--- src/sv/plcs_pkg.sv ---
// ----------------------------------------------------------------------------
// plcs_pkg
// Types, register map and reset values of the press-length clock setter.
// ----------------------------------------------------------------------------
package plcs_pkg;

  // Setting mode of the clock.
  typedef enum logic [1:0] {
    MODE_MIN  = 2'd0,
    MODE_HR   = 2'd1,
    MODE_DONE = 2'd2
  } mode_e;

  // Press event reported with each result.
  typedef enum logic [1:0] {
    EV_NONE  = 2'd0,
    EV_SHORT = 2'd1,
    EV_LONG  = 2'd2
  } press_ev_e;

  // Register map: word index taken from paddr[2].
  localparam int unsigned PADDR_W = 3;
  localparam logic REG_SAMPLE_PERIOD = 1'b0;
  localparam logic REG_LONG_COUNT    = 1'b1;

  localparam logic [15:0] SAMPLE_PERIOD_RST = 16'd1000;
  localparam logic [15:0] LONG_COUNT_RST    = 16'd50;

endpackage

--- src/sv/press_length_clock_setter.sv ---
// ----------------------------------------------------------------------------
// press_length_clock_setter
// Samples a button level once per divider period, classifies short and long
// presses, and uses them to set a BCD hours:minutes time.
// ----------------------------------------------------------------------------
//
//  Channel  | Direction | Handshake                  | Payload
//  ---------+-----------+----------------------------+--------------------------
//  in       | input     | in_valid_i / in_stall_o    | button_pressed_i
//  out      | output    | out_valid_o / out_stall_i  | mode, press_event, digits
//  config   | input     | psel/penable/pwrite/pready | sample_period, long_count
//
// One request is accepted per cycle while in_stall_o is low; its result leaves
// through an input register and the state/result registers.
// The state update is one pass of counter, compare and BCD increment logic.
// A stalled output holds the state, and the input register then holds one
// more request before in_stall_o rises.
// Reset clears all counters, the mode and the time, and loads the register
// reset values.
// ----------------------------------------------------------------------------
module press_length_clock_setter (
  input  logic                          clk_i,
  input  logic                          rst_ni,
  // Input channel
  input  logic                          in_valid_i,
  output logic                          in_stall_o,
  input  logic                          button_pressed_i,
  // Output channel
  output logic                          out_valid_o,
  input  logic                          out_stall_i,
  output logic [1:0]                    mode_o,
  output logic [1:0]                    press_event_o,
  output logic [3:0]                    minute_ones_o,
  output logic [2:0]                    minute_tens_o,
  output logic [3:0]                    hour_ones_o,
  output logic [1:0]                    hour_tens_o,
  // Configuration port
  input  logic                          psel,
  input  logic                          penable,
  input  logic                          pwrite,
  input  logic [plcs_pkg::PADDR_W-1:0]  paddr,
  input  logic [31:0]                   pwdata,
  output logic [31:0]                   prdata,
  output logic                          pready
);

  // Configuration registers.
  logic [15:0] sample_period_q;
  logic [15:0] long_count_q;

  // Input register.
  logic s1_valid_q;
  logic s1_button_q;

  // State, which also serves as the result register.
  logic [15:0]          div_q,  div_d;
  logic [15:0]          held_q, held_d;
  plcs_pkg::mode_e      mode_q, mode_d;
  logic [3:0]           mu_q,   mu_d;
  logic [2:0]           mt_q,   mt_d;
  logic [3:0]           hu_q,   hu_d;
  logic [1:0]           ht_q,   ht_d;
  plcs_pkg::press_ev_e  ev_q,   ev_d;
  logic                 out_valid_q;

  logic adv;
  logic fire;
  logic cfg_wr;

  // Configuration writes and reads.
  assign pready = 1'b1;
  assign cfg_wr = psel && penable && pwrite;

  always_ff @(posedge clk_i or negedge rst_ni) begin
    if (!rst_ni) begin
      sample_period_q <= plcs_pkg::SAMPLE_PERIOD_RST;
      long_count_q    <= plcs_pkg::LONG_COUNT_RST;
    end else if (cfg_wr) begin
      unique case (paddr[2])
        plcs_pkg::REG_SAMPLE_PERIOD: sample_period_q <= pwdata[15:0];
        plcs_pkg::REG_LONG_COUNT:    long_count_q    <= pwdata[15:0];
        default:                     sample_period_q <= sample_period_q;
      endcase
    end
  end

  always_comb begin
    unique case (paddr[2])
      plcs_pkg::REG_SAMPLE_PERIOD: prdata = {16'd0, sample_period_q};
      plcs_pkg::REG_LONG_COUNT:    prdata = {16'd0, long_count_q};
      default:                     prdata = 32'd0;
    endcase
  end

  // The result register advances when it is empty or being taken.
  assign adv        = !out_valid_q || !out_stall_i;
  assign fire       = s1_valid_q && adv;
  assign in_stall_o = s1_valid_q && !adv;

  always_ff @(posedge clk_i or negedge rst_ni) begin
    if (!rst_ni) begin
      s1_valid_q  <= 1'b0;
      out_valid_q <= 1'b0;
    end else begin
      if (!in_stall_o) begin
        s1_valid_q <= in_valid_i;
      end
      if (adv) begin
        out_valid_q <= s1_valid_q;
      end
    end
  end

  // Input payload register.
  always_ff @(posedge clk_i) begin
    if (in_valid_i && !in_stall_o) begin
      s1_button_q <= button_pressed_i;
    end
  end

  // One tick of the divider, press classifier and time setter.
  always_comb begin
    div_d  = div_q;
    held_d = held_q;
    mode_d = mode_q;
    mu_d   = mu_q;
    mt_d   = mt_q;
    hu_d   = hu_q;
    ht_d   = ht_q;
    ev_d   = plcs_pkg::EV_NONE;
    if (mode_q != plcs_pkg::MODE_DONE) begin
      // Sample the button once the divider passes the period.
      if (div_d > sample_period_q) begin
        if (s1_button_q && (held_d != 16'hFFFF)) begin
          held_d = held_d + 16'd1;
        end
        div_d = 16'd0;
      end
      if (div_d != 16'hFFFF) begin
        div_d = div_d + 16'd1;
      end
      // Release after a few held samples is a short press.
      if (!s1_button_q && (held_d > 16'd1) && (held_d < long_count_q)) begin
        held_d = 16'd0;
        ev_d   = plcs_pkg::EV_SHORT;
      end
      // Reaching the long count is a long press, even while still held.
      if (held_d >= long_count_q) begin
        held_d = 16'd0;
        ev_d   = plcs_pkg::EV_LONG;
      end
      if (ev_d == plcs_pkg::EV_LONG) begin
        unique case (mode_q)
          plcs_pkg::MODE_MIN: mode_d = plcs_pkg::MODE_HR;
          plcs_pkg::MODE_HR:  mode_d = plcs_pkg::MODE_DONE;
          default:            mode_d = plcs_pkg::MODE_DONE;
        endcase
      end else if (ev_d == plcs_pkg::EV_SHORT) begin
        if (mode_q == plcs_pkg::MODE_MIN) begin
          // Minutes count 00 to 59.
          mu_d = mu_d + 4'd1;
          if (mu_d > 4'd9) begin
            mu_d = 4'd0;
            mt_d = mt_d + 3'd1;
            if (mt_d > 3'd5) begin
              mt_d = 3'd0;
            end
          end
        end else if (mode_q == plcs_pkg::MODE_HR) begin
          // Hours count 00 to 23.
          hu_d = hu_d + 4'd1;
          if (hu_d > 4'd9) begin
            hu_d = 4'd0;
            ht_d = ht_d + 2'd1;
            if (ht_d > 2'd2) begin
              ht_d = 2'd0;
            end
          end
          if ((ht_d >= 2'd2) && (hu_d > 4'd3)) begin
            ht_d = 2'd0;
            hu_d = 4'd0;
          end
        end
      end
    end
  end

  // State and result registers.
  always_ff @(posedge clk_i or negedge rst_ni) begin
    if (!rst_ni) begin
      div_q  <= 16'd0;
      held_q <= 16'd0;
      mode_q <= plcs_pkg::MODE_MIN;
      mu_q   <= 4'd0;
      mt_q   <= 3'd0;
      hu_q   <= 4'd0;
      ht_q   <= 2'd0;
      ev_q   <= plcs_pkg::EV_NONE;
    end else if (fire) begin
      div_q  <= div_d;
      held_q <= held_d;
      mode_q <= mode_d;
      mu_q   <= mu_d;
      mt_q   <= mt_d;
      hu_q   <= hu_d;
      ht_q   <= ht_d;
      ev_q   <= ev_d;
    end
  end

  assign out_valid_o   = out_valid_q;
  assign mode_o        = mode_q;
  assign press_event_o = ev_q;
  assign minute_ones_o = mu_q;
  assign minute_tens_o = mt_q;
  assign hour_ones_o   = hu_q;
  assign hour_tens_o   = ht_q;

endmodule

--- config.mk ---
export PLATFORM = sky130hd
export DESIGN_NAME = press_length_clock_setter
export DESIGN_NICKNAME = d
export VERILOG_FILES = /design/src/sv/plcs_pkg.sv /design/src/sv/press_length_clock_setter.sv
export SDC_FILE = /design/constraint.sdc
export NUM_CORES = 1
export LEC_CHECK = 0
export BUFFER_PORTS_ARGS = -buffer_cell sky130_fd_sc_hd__buf_2
export CAP_MARGIN = 20
export CORE_MARGIN = 8
export CORE_UTILIZATION = 25
export DETAILED_ROUTE_END_ITERATION = 16
export GPL_TIMING_DRIVEN = 0
export HOLD_SLACK_MARGIN = 0.05
export SLEW_MARGIN = 0
export SYNTH_ARGS = -nofsm -noshare
export SYNTH_HDL_FRONTEND = slang
export SYNTH_SLANG_ARGS = --single-unit
--- constraint.sdc ---
create_clock -name clk_i -period 20 [get_ports clk_i]
set_input_delay 4 -clock clk_i [delete_from_list [all_inputs] [get_ports clk_i]]
set_output_delay 4 -clock clk_i [all_outputs]
set_load 0.03 [all_outputs]
---- Word level (Yosys, flattened, before mapping) ----
Index checks and enable logic that the tools add are counted.
word-level totals
  output and inout bits ................... 52
  register bits ........................... 84
cells by class
  bitwise gates (word level) .............. 3
  add/subtract/negate cells ............... 6
  eq/ne operators ......................... 6
  magnitude comparators ................... 10
  mux-type cells .......................... 32
  reduce and logical (&&, ||, !) cells .... 23
operators with widths
  operator                                                                number
  16-bit two-way mux                                                      9
  32-bit case mux with 2 select lines                                     1
  16-bit by 1-bit adder with 16-bit output (second input constant)        2
  4-bit two-way mux                                                       8
  16-bit inequality test (second input constant)                          2
  2-bit two-way mux                                                       12
  16-bit greater-or-equal comparator                                      1
  16-bit by 1-bit > comparator with 1-bit output (second input constant)  1
  16-bit > comparator                                                     1
  16-bit less-than comparator                                             1
  6-bit AND reduction                                                     2
  1-bit logical AND                                                       9
  4-bit by 1-bit adder with 4-bit output (second input constant)          2
  4-bit > comparator (second input constant)                              2
  2-bit AND reduction                                                     3
  1-bit logical NOT                                                       5
  5-bit AND reduction                                                     1
  2-bit by 1-bit equality test with 1-bit output (second input constant)  2
  4-bit by 2-bit > comparator with 1-bit output (second input constant)   1
  3-bit by 1-bit adder with 3-bit output (second input constant)          1
  3-bit > comparator (second input constant)                              1
  3-bit two-way mux                                                       1
  1-bit NOT                                                               3
  3-bit AND reduction                                                     1
  other kinds (8)                                                         8

---- Longest topological paths before layout ----
  depth after elaboration ................. 20
  mapped depth ............................ 33
  mapped depth without buffers ............ 29

---- Worst setup path after synthesis ----
OpenSTA, ideal clock, no wires.
  kind .................................... input-to-output
  start point ............................. in paddr[2] (netlist bit)
  end point ............................... out prdata[10]
  path buffers ............................ 2
  required time ........................... 16000 ps
  setup slack ............................. 10987 ps
  cell stages on the path ................. 3
  data arrival time ....................... 5013 ps
  cells stage by stage .................... clkbuf_1 clkbuf_1 o21ai_0
between the ends
  longest elaborated chain between the ends .. 2
ends and longest elaborated chain
  element                                  RTL line                         text
  start: declaration                       press_length_clock_setter.sv:41  input logic [plcs_pkg::PADDR_W-1:0] paddr,
  1-bit NOT (no source line)               -
  32-bit case mux with 2 select lines (*)  press_length_clock_setter.sv:88  unique case (paddr[2])
  end: declaration                         press_length_clock_setter.sv:43  output logic [31:0] prdata,
Every way passes the cells marked *; elsewhere a longest branch is shown, timed or not. The select of a mux whose other input is x is not followed.

---- Worst setup path in the final report ----
  start point ............................. in paddr[2] (netlist bit)
  end point ............................... out prdata[14]
The elaborated chain is that of the path after synthesis.

==> impl_metrics.tcl <==
set metrics [dict create \
    pwr-share-clk_pct 26.7 \
    rsz0062_at_grt "false" \
    n_antenna_cell 0 \
    die_y_um 173 \
    worst_slack_ns 10.75 \
    drv_cap 0 \
    pwr_density_cell_nw_per_um2 90.9 \
    p_int_uw 393 \
    synth_edf_count 1 \
    cts_tree "yes" \
    synthTopCellsByCount "nand2_1, dfrtp_1, inv_1" \
    netlist_area_um2 6180 \
    cts_max_level 3 \
    grt_overflow 0 \
    initial_utilization_pct 25.4 \
    gr-max-usage-layer "met2" \
    ios 95 \
    ys_seq_elements 84 \
    drt-total-wl_um 16300 \
    avgRoutedWirePerCell_um 14.6 \
    postCtsHoldBufs 0 \
    fin_setup_tns_ns 0 \
    dp.cells 1099 \
    layout-drive-gt1-share_pct 20.6 \
    max-clock-path-buffers 2 \
    reg2reg_depth 29 \
    cp-start-kind "input pin" \
    hp-class "reg2reg" \
    use_met1_pct 13.6 \
    slew_viol_final 0 \
    fmax_ghz 0.108 \
    timing.rr.end "hour_ones_o[3]" \
    postCtsResizedCells 0 \
    ys.flop_type "dfrtp_1" \
    rows 57 \
    synth.most_common_cell "nand2_1" \
    final_antenna_net_count 0 \
    cts-root-buf "clkbuf_16" \
    post-route-util_pct 29.9 \
    clk_latency_ns 0.36 \
    grt_pass1_wl_um 27100 \
    gp_congestion 0.822 \
    ys_types 63 \
    reg2reg_slack_ns 11.50 \
    finalSetupViolations 0 \
    die_area_um2 30000 \
    cts.sinks 84 \
    cp.required_ns 16.00 \
    cts_setup_buffers 0 \
    seq_power_share_pct 35.6 \
    track_usage_pct 11.0 \
    peakVddDrop_mv 0.0535 \
    use_met2_pct 18.7 \
    status "complete, no violations" \
    power.switching_uw 267 \
    grt_antenna_before_repair 0 \
    ys_top_cells_by_area "dfrtp_1, ha_1, mux2_2, nand2_1, o21ai_0" \
    via_per_inst 4.75 \
    seq_area_frac_synth_pct 34.3 \
    swShare_pct 40.4 \
    ys.warnings.count 0 \
    relSlewSlack_pct 50.5 \
    nNetsFinal 884 \
    grt_pass1_vias 5193 \
    pre_cts_ws_ns 10.78 \
    worst_hold_path.endpoint "out_valid_o" \
    critPathKind "in2out" \
    power_frac_comb_pct 37.7 \
    cts-buffers-inserted 9 \
    p_total_uw 660 \
    netlist_instances 701 \
    io_buffers 58 \
    post-route-period-util_pct 46.2 \
    grt_max_degree 50 \
    reg2reg_from "div_q[15]" \
    drtIter0Drc 369 \
    dr.pass1.iters 5 \
    use_met3_pct 2.29 \
    hpwl_um 12800 \
    hold_path_depth 1 \
    die-width_um 173 \
    worstMarginPinSlew_ns 0.742 \
    finalClockSkew_ns 0.0151 \
    dr_total_vias 5291 \
    avgSynthCellArea_um2 8.81 \
    area_delta_synth_final_pct 17.6 \
    synth_largest_area_cell "dfrtp_1" \
    finalHoldViolCount 0 \
    hold_start "s1_valid_q" \
    period_needed_ns 9.25 \
    ys_async_sr_fraction_pct 98.8 \
    yosys.area.top_type_share_pct 30.0 \
    worstPathMaxFanout 10 \
    p_leak_uw 0.00351 \
    drc 0 \
    cp-end-kind "output port" \
    cts.clk_slew.worst_paths_ns 0.07 \
    fin_cells 1115 \
    core_area_um2 24300 \
    arrival_ns 5.25 \
]
## sequential cells by signal, summed over array words and instances, names as in the netlist
signal and count:
div_q 16, held_q 16, long_count_q 16, sample_period_q 16, hour_ones_o 4, minute_ones_o 4
minute_tens_o 3, hour_tens_o 2, mode_o 2, press_event_o 2, out_valid_o 1, s1_button_q 1
s1_valid_q 1
## power by group through the flow
stage          Sequential [uW]  Combinational (uW)  Clock [uW]
2_1_floorplan              250                 165           0
3_3_place_gp               237                 246           0
3_5_place_dp               239                 251           0
4_1_cts                    235                 252         181
5_1_grt                    241                 281         187
6_report                   235                 249         176
## metal layers
| layer | wire [um] | share of wire (%) |
|---|---|---|
| met3 | 707 | 4.3 |
| met4 | 276 | 1.7 |
| met5 | 0 | 0 |
| met1 | 7480 | 46 |
| met2 | 7860 | 48 |
## worst max-delay path by stage
stage | from | end | slack (ns) | depth (start not counted)
3_5_place_dp | paddr[2] | prdata[14] | 10.78 | 5
6_report | paddr[2] | prdata[14] | 10.75 | 5
3_3_place_gp | paddr[2] | prdata[14] | 10.79 | 5
2_1_floorplan | paddr[2] | prdata[10] | 10.99 | 3
5_1_grt | paddr[2] | prdata[14] | 10.70 | 5
4_1_cts | paddr[2] | prdata[14] | 10.77 | 5
## stage by stage
stage	hold slack, ns	cell area [um2]
2_1_floorplan	0.457	6230
3_3_place_gp	0.473	6930
3_5_place_dp	0.472	6960
4_1_cts	0.486	7260
5_1_grt	0.512	7260
6_report	0.486	7260
## layout by cell type, fill, tap and decap left out, types with 11 or more instances in the layout
cell type	n
dfrtp_1	74
clkbuf_1	17
xor2_1	12
xnor2_1	12
nor2_1	42
nand2_1	86
conb_1	17
and2_1	11
buf_4	19
inv_1	58
nand4_1	20
a21oi_1	29
nor3_1	12
o21ai_0	51
a21o_1	13
ha_1	55
buf_2	63
mux2_2	35
nand3_1	17
## critical path: stages
cell and delay, ns:
clkbuf_1 0.23, clkbuf_1 0.49, nand2_1 0.14, o21ai_0 0.14
buf_2 0.25
## final cells by class
| type | instances | area [um2] |
|---|---|---|
| clock inverter | 7 | 80.1 |
| clock buffer | 9 | 225 |
| sequential | 84 | 2120 |
| tap | 324 | 405 |
| timing repair buffer | 59 | 320 |
| fill | 2581 | 17100 |
| buffer | 43 | 245 |
| inverter | 58 | 218 |
| multi-input combinational | 531 | 3650 |
## cell families after synthesis
kind of cell | synth area share (%)
AND/OR/NAND/NOR | 20.3
other | 0.122
adder cells (fa/ha/maj) | 11.1
XOR/XNOR | 3.40
flip-flops | 34.3
buffers and inverters | 7.50
AO/OA/AOI/OAI | 15.2
multiplexers | 8.02
(Power assumes the default switching activity.)
